### config.mk
export PLATFORM = sky130hd
export DESIGN_NAME = frame_rate_meter_limiter
export DESIGN_NICKNAME = d
export VERILOG_FILES = /design/src/rtl/frml_pkg.sv /design/src/rtl/frml_div.sv /design/src/rtl/frml_ring.sv /design/src/rtl/frame_rate_meter_limiter.sv
export SDC_FILE = /design/constraint.sdc
export NUM_CORES = 1
export LEC_CHECK = 0
export CAP_MARGIN = 20
export CORE_ASPECT_RATIO = 1.5
export CORE_MARGIN = 2
export CORE_UTILIZATION = 60
export DETAILED_ROUTE_END_ITERATION = 10
export DONT_BUFFER_PORTS = 1
export GPL_ROUTABILITY_DRIVEN = 0
export PLACE_DENSITY = 0.76
export SKIP_LAST_GASP = 1
export SYNTH_ARGS = -nofsm -noshare
export SYNTH_HDL_FRONTEND = slang
export SYNTH_SLANG_ARGS = --single-unit
### constraint.sdc
create_clock -name clk_i -period 6.3 [get_ports clk_i]
set_clock_uncertainty 0.05 [all_clocks]
set_input_delay 0.945 -clock clk_i [delete_from_list [all_inputs] [get_ports clk_i]]
set_output_delay 0.945 -clock clk_i [all_outputs]
set_load 0.01 [all_outputs]
### src/rtl/frml_pkg.sv
package frml_pkg;

  // ring depth and derived widths
  localparam int unsigned WINDOW_SAMPLES = 10;
  localparam int unsigned RING_AW = (WINDOW_SAMPLES > 1) ? $clog2(WINDOW_SAMPLES) : 1;
  localparam int unsigned FILL_W  = $clog2(WINDOW_SAMPLES + 1);
  localparam int unsigned TIME_W  = 32;
  localparam int unsigned SUM_W   = TIME_W + $clog2(WINDOW_SAMPLES);

  // fps in q.8: 1000 ms * 256
  localparam longint unsigned FPS_SCALE = 256000;
  localparam int unsigned FPS_W = 22;
  localparam logic [FPS_W-1:0] FPS_Q8_MAX     = 22'd4194303;
  localparam logic [FPS_W-1:0] FPS_Q8_DEFAULT = 22'd15360;

  localparam int unsigned DELAY_W = 10;
  localparam int unsigned FPS_CFG_W = 16;
  localparam logic [FPS_CFG_W-1:0] MAX_FPS_RESET = 16'd60000;
  localparam int unsigned MS_PER_SEC = 1000;

  // shared divider widths
  localparam int unsigned DIV_NW = $clog2(FPS_SCALE * WINDOW_SAMPLES + 1);
  localparam int unsigned DIV_DW = SUM_W;
  localparam int unsigned DIV_CW = $clog2(DIV_NW + 1);

  typedef struct packed {
    logic              start;
    logic [DIV_NW-1:0] dividend;
    logic [DIV_DW-1:0] divisor;
  } div_req_t;

  typedef struct packed {
    logic              done;
    logic [DIV_NW-1:0] quotient;
  } div_rsp_t;

endpackage

### src/rtl/frml_div.sv
module frml_div
  import frml_pkg::*;
(
  input  logic     clk_i,
  input  logic     rst_ni,
  input  div_req_t req_i,
  output div_rsp_t rsp_o
);

  logic              busy_q;
  logic              done_q;
  logic [DIV_CW-1:0] cnt_q;
  logic [DIV_NW-1:0] dvd_q;
  logic [DIV_DW-1:0] rem_q;
  logic [DIV_DW-1:0] dsr_q;
  logic [DIV_DW:0]   trial;
  logic              fits;

  // one quotient bit per cycle, restoring
  assign trial = {rem_q, dvd_q[DIV_NW-1]};
  assign fits  = (trial >= {1'b0, dsr_q});

  always_ff @(posedge clk_i or negedge rst_ni) begin
    if (!rst_ni) begin
      busy_q <= 1'b0;
      done_q <= 1'b0;
      cnt_q  <= '0;
    end else begin
      done_q <= 1'b0;
      if (req_i.start && !busy_q) begin
        busy_q <= 1'b1;
        cnt_q  <= '0;
      end else if (busy_q) begin
        cnt_q <= cnt_q + DIV_CW'(1);
        if (cnt_q == DIV_CW'(DIV_NW - 1)) begin
          busy_q <= 1'b0;
          done_q <= 1'b1;
        end
      end
    end
  end

  always_ff @(posedge clk_i) begin
    if (req_i.start && !busy_q) begin
      dvd_q <= req_i.dividend;
      dsr_q <= req_i.divisor;
      rem_q <= '0;
    end else if (busy_q) begin
      rem_q <= fits ? DIV_DW'(trial - {1'b0, dsr_q}) : trial[DIV_DW-1:0];
      dvd_q <= {dvd_q[DIV_NW-2:0], fits};
    end
  end

  assign rsp_o.done     = done_q;
  assign rsp_o.quotient = dvd_q;

endmodule

### src/rtl/frml_ring.sv
module frml_ring
  import frml_pkg::*;
(
  input  logic               clk_i,
  input  logic               rst_ni,
  input  logic               wr_en_i,
  input  logic [TIME_W-1:0]  wr_data_i,
  input  logic [RING_AW-1:0] rd_idx_i,
  output logic [TIME_W-1:0]  rd_data_o,
  output logic [FILL_W-1:0]  fill_o
);

  logic [TIME_W-1:0]  ring_q [WINDOW_SAMPLES];
  logic [TIME_W-1:0]  rd_data_q;
  logic [RING_AW-1:0] slot_q;
  logic [FILL_W-1:0]  fill_q;

  // entries past the fill count are never read, so no clear is needed
  // read data is registered and follows the index in the next cycle
  always_ff @(posedge clk_i) begin
    if (wr_en_i) begin
      ring_q[slot_q] <= wr_data_i;
    end
    rd_data_q <= ring_q[rd_idx_i];
  end

  always_ff @(posedge clk_i or negedge rst_ni) begin
    if (!rst_ni) begin
      slot_q <= '0;
      fill_q <= '0;
    end else if (wr_en_i) begin
      slot_q <= (slot_q == RING_AW'(WINDOW_SAMPLES - 1)) ? '0 : slot_q + RING_AW'(1);
      if (fill_q != FILL_W'(WINDOW_SAMPLES)) begin
        fill_q <= fill_q + FILL_W'(1);
      end
    end
  end

  assign rd_data_o = rd_data_q;
  assign fill_o    = fill_q;

endmodule

### src/rtl/frame_rate_meter_limiter.sv
// channel   | dir | handshake                       | payload
// s_axis    | in  | s_axis_tvalid / s_axis_tready   | start_ms, end_ms
// m_axis    | out | m_axis_tvalid / m_axis_tready   | fps_q8, interval_ms, delay_ms
// apb       | in  | psel & penable, pready tied high | max_fps at byte address 0
//
// the time a word takes is set by the serial sum over the filled entries of the
// 10 entry ring and by two passes of the shared one-bit-per-cycle divider; a zero sum
// skips the fps division
// s_axis_tready is high only while the sequencer is idle
// the result sits in an output register, so the next word is taken while it waits
// reset clears the ring pointers, the previous end time and max_fps to 60000
module frame_rate_meter_limiter
  import frml_pkg::*;
(
  input  logic        clk_i,
  input  logic        rst_ni,
  // input words
  input  logic        s_axis_tvalid,
  output logic        s_axis_tready,
  input  logic [63:0] s_axis_tdata,   // [31:0] start_ms, [63:32] end_ms
  // result words
  output logic        m_axis_tvalid,
  input  logic        m_axis_tready,
  output logic [63:0] m_axis_tdata,   // [21:0] fps_q8, [53:22] interval_ms, [63:54] delay_ms
  // configuration
  input  logic        psel,
  input  logic        penable,
  input  logic        pwrite,
  input  logic [2:0]  paddr,
  input  logic [31:0] pwdata,
  output logic [31:0] prdata,
  output logic        pready
);

  localparam logic ADDR_MAX_FPS = 1'b0;

  typedef enum logic [2:0] {
    IDLE,
    SUM,
    SUM_END,
    FPS_ST,
    FPS_WT,
    BUD_ST,
    BUD_WT,
    OUT_ST
  } state_e;

  state_e state_q;

  // configuration register
  logic [FPS_CFG_W-1:0] max_fps_q;
  logic                 cfg_wr;

  assign pready = 1'b1;
  assign cfg_wr = psel && penable && pwrite && (paddr[2] == ADDR_MAX_FPS);
  assign prdata = (paddr[2] == ADDR_MAX_FPS) ? 32'(max_fps_q) : '0;

  always_ff @(posedge clk_i or negedge rst_ni) begin
    if (!rst_ni) begin
      max_fps_q <= MAX_FPS_RESET;
    end else if (cfg_wr) begin
      max_fps_q <= pwdata[FPS_CFG_W-1:0];
    end
  end

  // input fields
  logic [TIME_W-1:0] in_start;
  logic [TIME_W-1:0] in_end;
  logic              in_acc;

  assign in_start = s_axis_tdata[31:0];
  assign in_end   = s_axis_tdata[63:32];
  assign s_axis_tready = (state_q == IDLE);
  assign in_acc   = s_axis_tvalid && s_axis_tready;

  // frame state
  logic [TIME_W-1:0]  last_end_q;
  logic               seen_first_q;
  logic [TIME_W-1:0]  interval;
  logic [TIME_W-1:0]  interval_q;
  logic [TIME_W-1:0]  elapsed_q;
  logic [SUM_W-1:0]   sum_q;
  logic [RING_AW-1:0] idx_q;
  logic [FPS_W-1:0]   fps_q;
  logic [DELAY_W-1:0] budget_q;

  // first frame has no previous end time
  assign interval = seen_first_q ? (in_end - last_end_q) : '0;

  // ring of intervals
  logic [TIME_W-1:0] ring_rd;
  logic [FILL_W-1:0] fill;

  frml_ring u_ring (
    .clk_i     (clk_i),
    .rst_ni    (rst_ni),
    .wr_en_i   (in_acc),
    .wr_data_i (interval),
    .rd_idx_i  (idx_q),
    .rd_data_o (ring_rd),
    .fill_o    (fill)
  );

  // shared divider: fps first, then the per-frame budget
  div_req_t             div_req;
  div_rsp_t             div_rsp;
  logic [FPS_CFG_W-1:0] fps_div;

  // a zero ceiling counts as one
  assign fps_div = (max_fps_q == '0) ? FPS_CFG_W'(1) : max_fps_q;

  always_comb begin
    div_req.start    = 1'b0;
    div_req.dividend = DIV_NW'(64'(FPS_SCALE) * 64'(fill));
    div_req.divisor  = sum_q;
    case (state_q)
      FPS_ST: begin
        div_req.start = (sum_q != '0);
      end
      BUD_ST: begin
        div_req.start    = 1'b1;
        div_req.dividend = DIV_NW'(MS_PER_SEC);
        div_req.divisor  = DIV_DW'(fps_div);
      end
      default: begin
        div_req.start = 1'b0;
      end
    endcase
  end

  frml_div u_div (
    .clk_i  (clk_i),
    .rst_ni (rst_ni),
    .req_i  (div_req),
    .rsp_o  (div_rsp)
  );

  // delay = budget minus frame time, floored at zero
  logic [DELAY_W-1:0] delay;
  assign delay = (TIME_W'(budget_q) > elapsed_q) ? (budget_q - DELAY_W'(elapsed_q)) : '0;

  // output register
  logic        out_free;
  logic        m_valid_q;
  logic [63:0] m_data_q;

  assign out_free      = !m_valid_q || m_axis_tready;
  assign m_axis_tvalid = m_valid_q;
  assign m_axis_tdata  = m_data_q;

  always_ff @(posedge clk_i or negedge rst_ni) begin
    if (!rst_ni) begin
      state_q      <= IDLE;
      last_end_q   <= '0;
      seen_first_q <= 1'b0;
      m_valid_q    <= 1'b0;
      m_data_q     <= '0;
      interval_q   <= '0;
      elapsed_q    <= '0;
      sum_q        <= '0;
      idx_q        <= '0;
      fps_q        <= '0;
      budget_q     <= '0;
    end else begin
      // load a new result or drop the one just taken
      if ((state_q == OUT_ST) && out_free) begin
        m_valid_q <= 1'b1;
      end else if (m_axis_tready) begin
        m_valid_q <= 1'b0;
      end
      case (state_q)
        IDLE: begin
          if (in_acc) begin
            last_end_q   <= in_end;
            seen_first_q <= 1'b1;
            interval_q   <= interval;
            elapsed_q    <= in_end - in_start;
            sum_q        <= '0;
            idx_q        <= '0;
            state_q      <= SUM;
          end
        end
        // walk the filled entries, one per cycle; read data is registered behind the index
        SUM: begin
          if (idx_q != '0) begin
            sum_q <= sum_q + SUM_W'(ring_rd);
          end
          if (FILL_W'(idx_q) == fill - FILL_W'(1)) begin
            state_q <= SUM_END;
          end else begin
            idx_q <= idx_q + RING_AW'(1);
          end
        end
        // last entry read comes in
        SUM_END: begin
          sum_q   <= sum_q + SUM_W'(ring_rd);
          state_q <= FPS_ST;
        end
        FPS_ST: begin
          if (sum_q == '0) begin
            fps_q   <= FPS_Q8_DEFAULT;
            state_q <= BUD_ST;
          end else begin
            state_q <= FPS_WT;
          end
        end
        FPS_WT: begin
          if (div_rsp.done) begin
            fps_q   <= (64'(div_rsp.quotient) > 64'(FPS_Q8_MAX)) ?
                       FPS_Q8_MAX : FPS_W'(div_rsp.quotient);
            state_q <= BUD_ST;
          end
        end
        BUD_ST: begin
          state_q <= BUD_WT;
        end
        BUD_WT: begin
          if (div_rsp.done) begin
            budget_q <= DELAY_W'(div_rsp.quotient);
            state_q  <= OUT_ST;
          end
        end
        OUT_ST: begin
          if (out_free) begin
            m_data_q  <= {delay, interval_q, fps_q};
            state_q   <= IDLE;
          end
        end
        default: begin
          state_q <= IDLE;
        end
      endcase
    end
  end

endmodule

After elaboration in Yosys (flattened, before gate mapping)
Memory sizes are Yosys's and may differ from the RTL's. A register that Yosys moved wholly into a read port is not among the register bits.
Index checks and enable logic that the tools add are counted.
{"block": "op_classes", "reduce_logical": 27, "n_mux": 38, "n_lt_le_gt_ge": 2, "n_mul": 1, "n_eq_ne": 19, "bitwise_logic": 1, "addsub": 10}
{"op": "2-to-1 mux 36 bit", "n": 3}
{"op": "case mux 36 bit (3 select lines)", "n": 1}
{"op": "2-to-1 mux 22 bit", "n": 4}
{"op": "subtractor 32 bit", "n": 2}
{"op": "2-to-1 mux 58 bit", "n": 1}
{"op": "case mux 22 bit (2 select lines)", "n": 1}
{"op": "greater-or-equal comparator 37 x 36 -> 1 bit", "n": 1}
{"op": "adder 36 x 32 -> 36 bit", "n": 1}
{"op": "logical NOT 36 bit", "n": 1}
{"op": "nonzero test 36 bit", "n": 1}
{"op": "subtractor 36 bit", "n": 1}
{"op": "greater-than comparator 10 x 32 -> 1 bit", "n": 1}
{"op": "2-to-1 mux 16 bit", "n": 2}
{"op": "2-to-1 mux 32 bit", "n": 1}
{"op": "case mux 3 bit (8 select lines)", "n": 1}
{"op": "logical NOT 16 bit", "n": 1}
{"op": "2-to-1 mux 3 bit", "n": 5}
{"op": "adder 4 x 1 -> 4 bit, second input constant", "n": 3}
{"op": "== test 3 bit, second input constant", "n": 4}
{"op": "2-to-1 mux 4 bit", "n": 3}
{"op": "multiplier 7 x 4 -> 11 bit, first input constant", "n": 1}
{"op": "2-to-1 mux 1 bit", "n": 11}
{"op": "2-to-1 mux 10 bit", "n": 1}
{"op": "2-to-1 mux 5 bit", "n": 2}
{"op": "other kinds (24)", "n": 45}
{"block": "totals", "elab_cells": 120, "ramBits": 320, "input_bits": 106, "n_memories": 1, "register_bits": 362}
{"memory": "u_ring.ring_q", "words": 10, "width": 32, "read_ports": 1, "rd_ports_with_merged_regs": 1, "wr": 1, "line_no": "frml_ring.sv:13", "text": "logic [TIME_W-1:0] ring_q [WINDOW_SAMPLES];"}

Longest topological paths before layout
{"block": "logic_depth", "word_depth": 4, "mapped_depth": 14, "ltp_nobuf": 13}

Hierarchy
Synthesis repeated with hierarchy kept, for this count alone.
{"block": "unflattened", "hier_cells": 3134, "area_unflattened_um2": 35745.5}
{"module": "frame_rate_meter_limiter", "n_inst": 1, "seq_area_each_um2": 6339.8, "area_per_inst_um2": 16353.2, "cells_per_inst": 1873}
{"module": "frml_ring", "n_inst": 1, "seq_area_each_um2": 10450.0, "area_per_inst_um2": 13660.6, "cells_per_inst": 735}
{"module": "frml_div", "n_inst": 1, "seq_area_each_um2": 2637.5, "area_per_inst_um2": 5731.7, "cells_per_inst": 526}

Worst setup path before layout
OpenSTA, ideal clock, no wires.
{"block": "synth_path", "kind": "reg2reg", "from": "register state_q[0]", "to": "memory u_ring.ring_q[8][0], enable pin", "path_stages_with_launch": 11, "path_slack_ns": 1.419, "setup_ns": 0.461, "t_arrival_ns": 4.370, "cell_sequence": "dfrtp_1 > inv_1 > ha_1 > clkbuf_1 > nor2b_1 > and2_1 > clkbuf_1 > clkbuf_1 > buf_1 > nand2_1 > nor3_1"}
{"block": "synth_via", "elab_chain_cells": 4}
{"element": "start: declaration", "line_no": "frame_rate_meter_limiter.sv:48", "text": "state_e state_q;"}
{"element": "start signal: assignment", "line_no": "frame_rate_meter_limiter.sv:153", "text": "state_q <= IDLE;"}
{"element": "start signal: assignment", "line_no": "frame_rate_meter_limiter.sv:180", "text": "state_q <= SUM;"}
{"element": "start signal: assignment", "line_no": "frame_rate_meter_limiter.sv:189", "text": "state_q <= SUM_END;"}
{"element": "logical NOT 3 bit", "line_no": "frame_rate_meter_limiter.sv:73", "text": "assign s_axis_tready = (state_q == IDLE);"}
{"element": "named net s_axis_tready", "line_no": "frame_rate_meter_limiter.sv:19", "text": "output logic s_axis_tready,"}
{"element": "logical AND 1 bit", "line_no": "frame_rate_meter_limiter.sv:74", "text": "assign in_acc = s_axis_tvalid && s_axis_tready;"}
{"element": "2-to-1 mux 1 bit", "line_no": "frml_ring.sv:21", "text": "if (wr_en_i) begin"}
{"element": "2-to-1 mux 1 bit (implied by the code)", "line_no": "frml_ring.sv:22", "text": "ring_q[slot_q] <= wr_data_i;"}
{"element": "end: declaration", "line_no": "frml_ring.sv:13"}
The timed path passes the listed nets, and every way through them passes these cells.

Final worst setup path
{"block": "layout_path", "from": "register state_q[0]", "to": "memory u_ring.ring_q[6][13], enable pin"}
The elaborated chain is that of the path after synthesis.

==> summary.md <==
| Metric | Value |
|---|---|
| Status | finished clean |
| Die X | 203 µm |
| Largest delay share family, worst path | simple AND/OR/NAND/NOR gates |
| Post-CTS Setup Repair Bufs | 0 |
| Critical path launch point type | flop |
| Cell accounting for the most synthesized area | edfxtp_1 |
| Top-count cell post-synth | nand2_1 |
| Row count | 109 |
| Crit path largest cell delay | 0.87 ns |
| Later-pin clock latency in the skew report | 0.62 ns |
| Antenna cells | 0 |
| Largest net degree at the start of global routing | 153 |
| Max H-tree Level | 3 |
| Core Util, Final | 65.4% |
| Yosys warns | 0 |
| Pwr dens | 294 nW/µm² |
| Routed vias | 24.2k |
| Die H | 302 µm |
| Post-synth top area share | 31.9% |
| Starting Density | 60.5% |
| Clk pwr share | 35.6% |
| Slew Limit Fails | 0 |
| Fillers | 4338 |
| DRC | 0 |
| DIE AREA | 61300 µm² |
| Hold Path Class | input port to asynchronous set/reset pin |
| CTS max path bufs | 3 |
| Largest family of logic cells by synthesized area | compound AO/OA/AOI/OAI gates |
| RSZ-0062 raised after global routing | no |
| WL final | 82000 µm |
| Drt initial violations | 1895 |
| Post-synthesis simple-gate area fraction | 12.0% |
| Flops & latches, synth | 714 |
| Post-Synth XOR/XNOR Area | 3.30% |
| Worst Path Buf+Inv | 2 |
| Final setup fails | 0 |
| Combinational share of power | 17.3% |
| Worst EP required | 6.49 ns |
| Share of cells above drive strength 1 | 9.63% |
| Fmax | 255 MHz |
| LEAKAGE | 0.0161 µW |
| Area Growth Syn to Fin | 8.10% |
| Worst reg-to-reg setup slack | 2.39 ns |
| Seq. cell area | 19400 µm² |
| CP Cell Sequence | inv_1 > ha_1 > nor2b_1 > and2_4 > nand3b_1 > nor2_2 > buf_4 |
| Synthesized area | 35600 µm² |
| Fin. Hold Viols | 0 |
| Slew headroom | 26.8% |
| Post-route ant nets | 0 |
| Clk sinks | 714 |
| Clock transition at path regs | 0.06 ns |
| Final Critical Period | 3.91 ns |
| Avg Inst Size Synth | 11.3 µm² |
| Remaining global-route overflow | 0 |
| Post-synthesis adder-cell area fraction | 6.59% |
| Slowest library cell on the worst path | and2_4 |
| Sequential area share after synthesis | 54.6% |
| Nets | 3380 |
| Critical R2R Launch | state_q[0] |
| Synth Flop Type | edfxtp_1 |
| Net Sw Frac | 27.0% |
| Slew @ Worst Pin | 1.09 ns |
| Hold slack | 0.0512 ns |
| R2R depth | 7 |
| DR WL/cell | 20.9 µm |
| Vias in the first global route | 24.6k |
| Initial antenna violation count | 2 |
| Distinct cell type count after synthesis | 91 |
| Multiplexer area fraction after synthesis | 7.06% |
| Arrival time worst endpoint | 4.11 ns |
| Total GRT Usage | 27.1% |
| Global-route wire length before repair | 130000 µm |
| I/O Buffers | 0 |
| Seq pwr share | 47.1% |
| Cells after Synth | 3137 |
| CP Max Fanout | 96 |
| First-pass detailed-route iteration total | 5 |
| Hpwl dp | 54400 µm |
| Area taken by multi-input logic gates | 14900 µm² |
| Post-synth top cells | nand2_1 (505), edfxtp_1 (378), dfrtp_1 (261), o21ai_0 (187), ha_1 (168) |
| Sw Pwr | 3050 µW |
| Via/cell ratio | 6.17 |
| Final worst-path cycle share | 62.1% |
| CTS Buf Count | 68 |
| Synth area leaders | edfxtp_1 (32%), dfrtp_1 (18%), ha_1 (5.9%), nand2_1 (5.3%), mux4_2 (4.1%) |
| Worst reg2reg endpoint | u_ring.ring_q[6][13] |
| Compound-cell area share of the yosys netlist | 12.7% |
| # IOs | 205 |
| Fraction of registers with async set/reset | 37.5% |
| Worst setup path class | flop to flop |
| Clock root buffer | clkbuf_16 |
| Max cap viols | 0 |
| Worst Setup End Kind | flop |
| EDFF count, synth | 378 |
| Core Area | 58800 µm² |
| Setup TNS | 0 ns |
| Cell-internal power | 8250 µW |
| Maximum vdd drop | 0.246 mV |
| CTS tree | done |
==> flip-flops by register name, indices dropped and copies added, names as in the netlist, 5 cells and up <==
register,flops
last_end_q,32
u_div.rem_q,36
u_ring.ring_q,320
fps_q,22
sum_q,36
u_div.dvd_q,22
u_ring.rd_data_o,32
interval_q,32
elapsed_q,32
budget_q,10
u_div.cnt_q,5
m_axis_tdata,64
max_fps_q,16
u_div.dsr_q,36
==> layout by cell type (no fill, tap or decap), types with 71 or more instances in the layout <==
| cell | netlist | final |
|---|---|---|
| edfxtp_1 | 378 | 378 |
| nor2_1 | 109 | 102 |
| inv_1 | 162 | 162 |
| xnor2_1 | 80 | 80 |
| a21o_1 | 75 | 75 |
| a21oi_1 | 151 | 150 |
| clkbuf_16 | 0 | 71 |
| o21ai_0 | 187 | 187 |
| dfrtp_1 | 261 | 257 |
| ha_1 | 168 | 168 |
| nand2_1 | 505 | 504 |
==> through the flow <==
stage	setup slack [ns]	total power, µW	std cells	area, µm²
after floorplan	1.42	6870	3152	35600
after global placement	2.06	7230	3798	36200
after detailed placement	1.94	7310	3798	36200
after CTS	2.38	11300	3923	38400
after global routing	2.14	11800	3924	38400
final	2.39	11300	3924	38400
==> repair_timing <==
action | in CTS | in global routing
hold buffers | 2 | 0
endpoints found under the hold margin | 113 | 0
resized for setup | 0 | 0
==> how the worst max path moves through the flow <==
stage	to	start	slack, ns	depth (start not counted)
global placement	u_ring.ring_q[8][24]	s_axis_tdata[32]	2.06	13
floorplan	u_ring.ring_q[8][0]	state_q[0]	1.42	10
detailed placement	u_ring.ring_q[9][24]	s_axis_tdata[32]	1.94	13
finish	u_ring.ring_q[6][13]	state_q[0]	2.39	7
global route	u_ring.ring_q[6][9]	state_q[0]	2.14	7
CTS	u_ring.ring_q[6][13]	state_q[0]	2.38	7
==> per-layer routing <==
layer  vias to the layer above  wire [µm]  global-route usage, %
li1                      11200          -                      -
met1                     11900      31200                   32.0
met2                       867      42600                   48.8
met3                       257       4370                   3.43
met4                         4       3860                   13.9
met5                         -         26                      0
==> kinds of logic (layout without fill, tap and decap cells) <==
kind of cell,count (synthesis),in the layout
muxes,165,165
DFF,714,714
xor gates and xnor gates,134,134
buffers and inverters,322,317
other,2,17
AOI/OAI and AO/OA,688,688
and+or+nand+nor,932,932
adders and majority gates,180,180
==> power by group through the flow <==
stage / clock network, µW / logic [µW] / registers (µW)
2_1_floorplan: 0 / 1520 / 5350
3_3_place_gp: 0 / 1830 / 5400
3_5_place_dp: 0 / 1900 / 5410
4_1_cts: 4080 / 1930 / 5320
5_1_grt: 4270 / 2170 / 5350
6_report: 4020 / 1960 / 5320
==> final cells by class <==
cell class | instances | area share [%]
Multi-Input combinational cell | 2116 | 38.8
Clock inverter | 22 | 0.453
Clock buffer | 101 | 5.28
Inverter | 163 | 1.59
Tap cell | 777 | 2.53
Sequential cell | 714 | 50.6
Timing Repair Buffer | 31 | 0.749
Power figures use the tool's default switching activity.
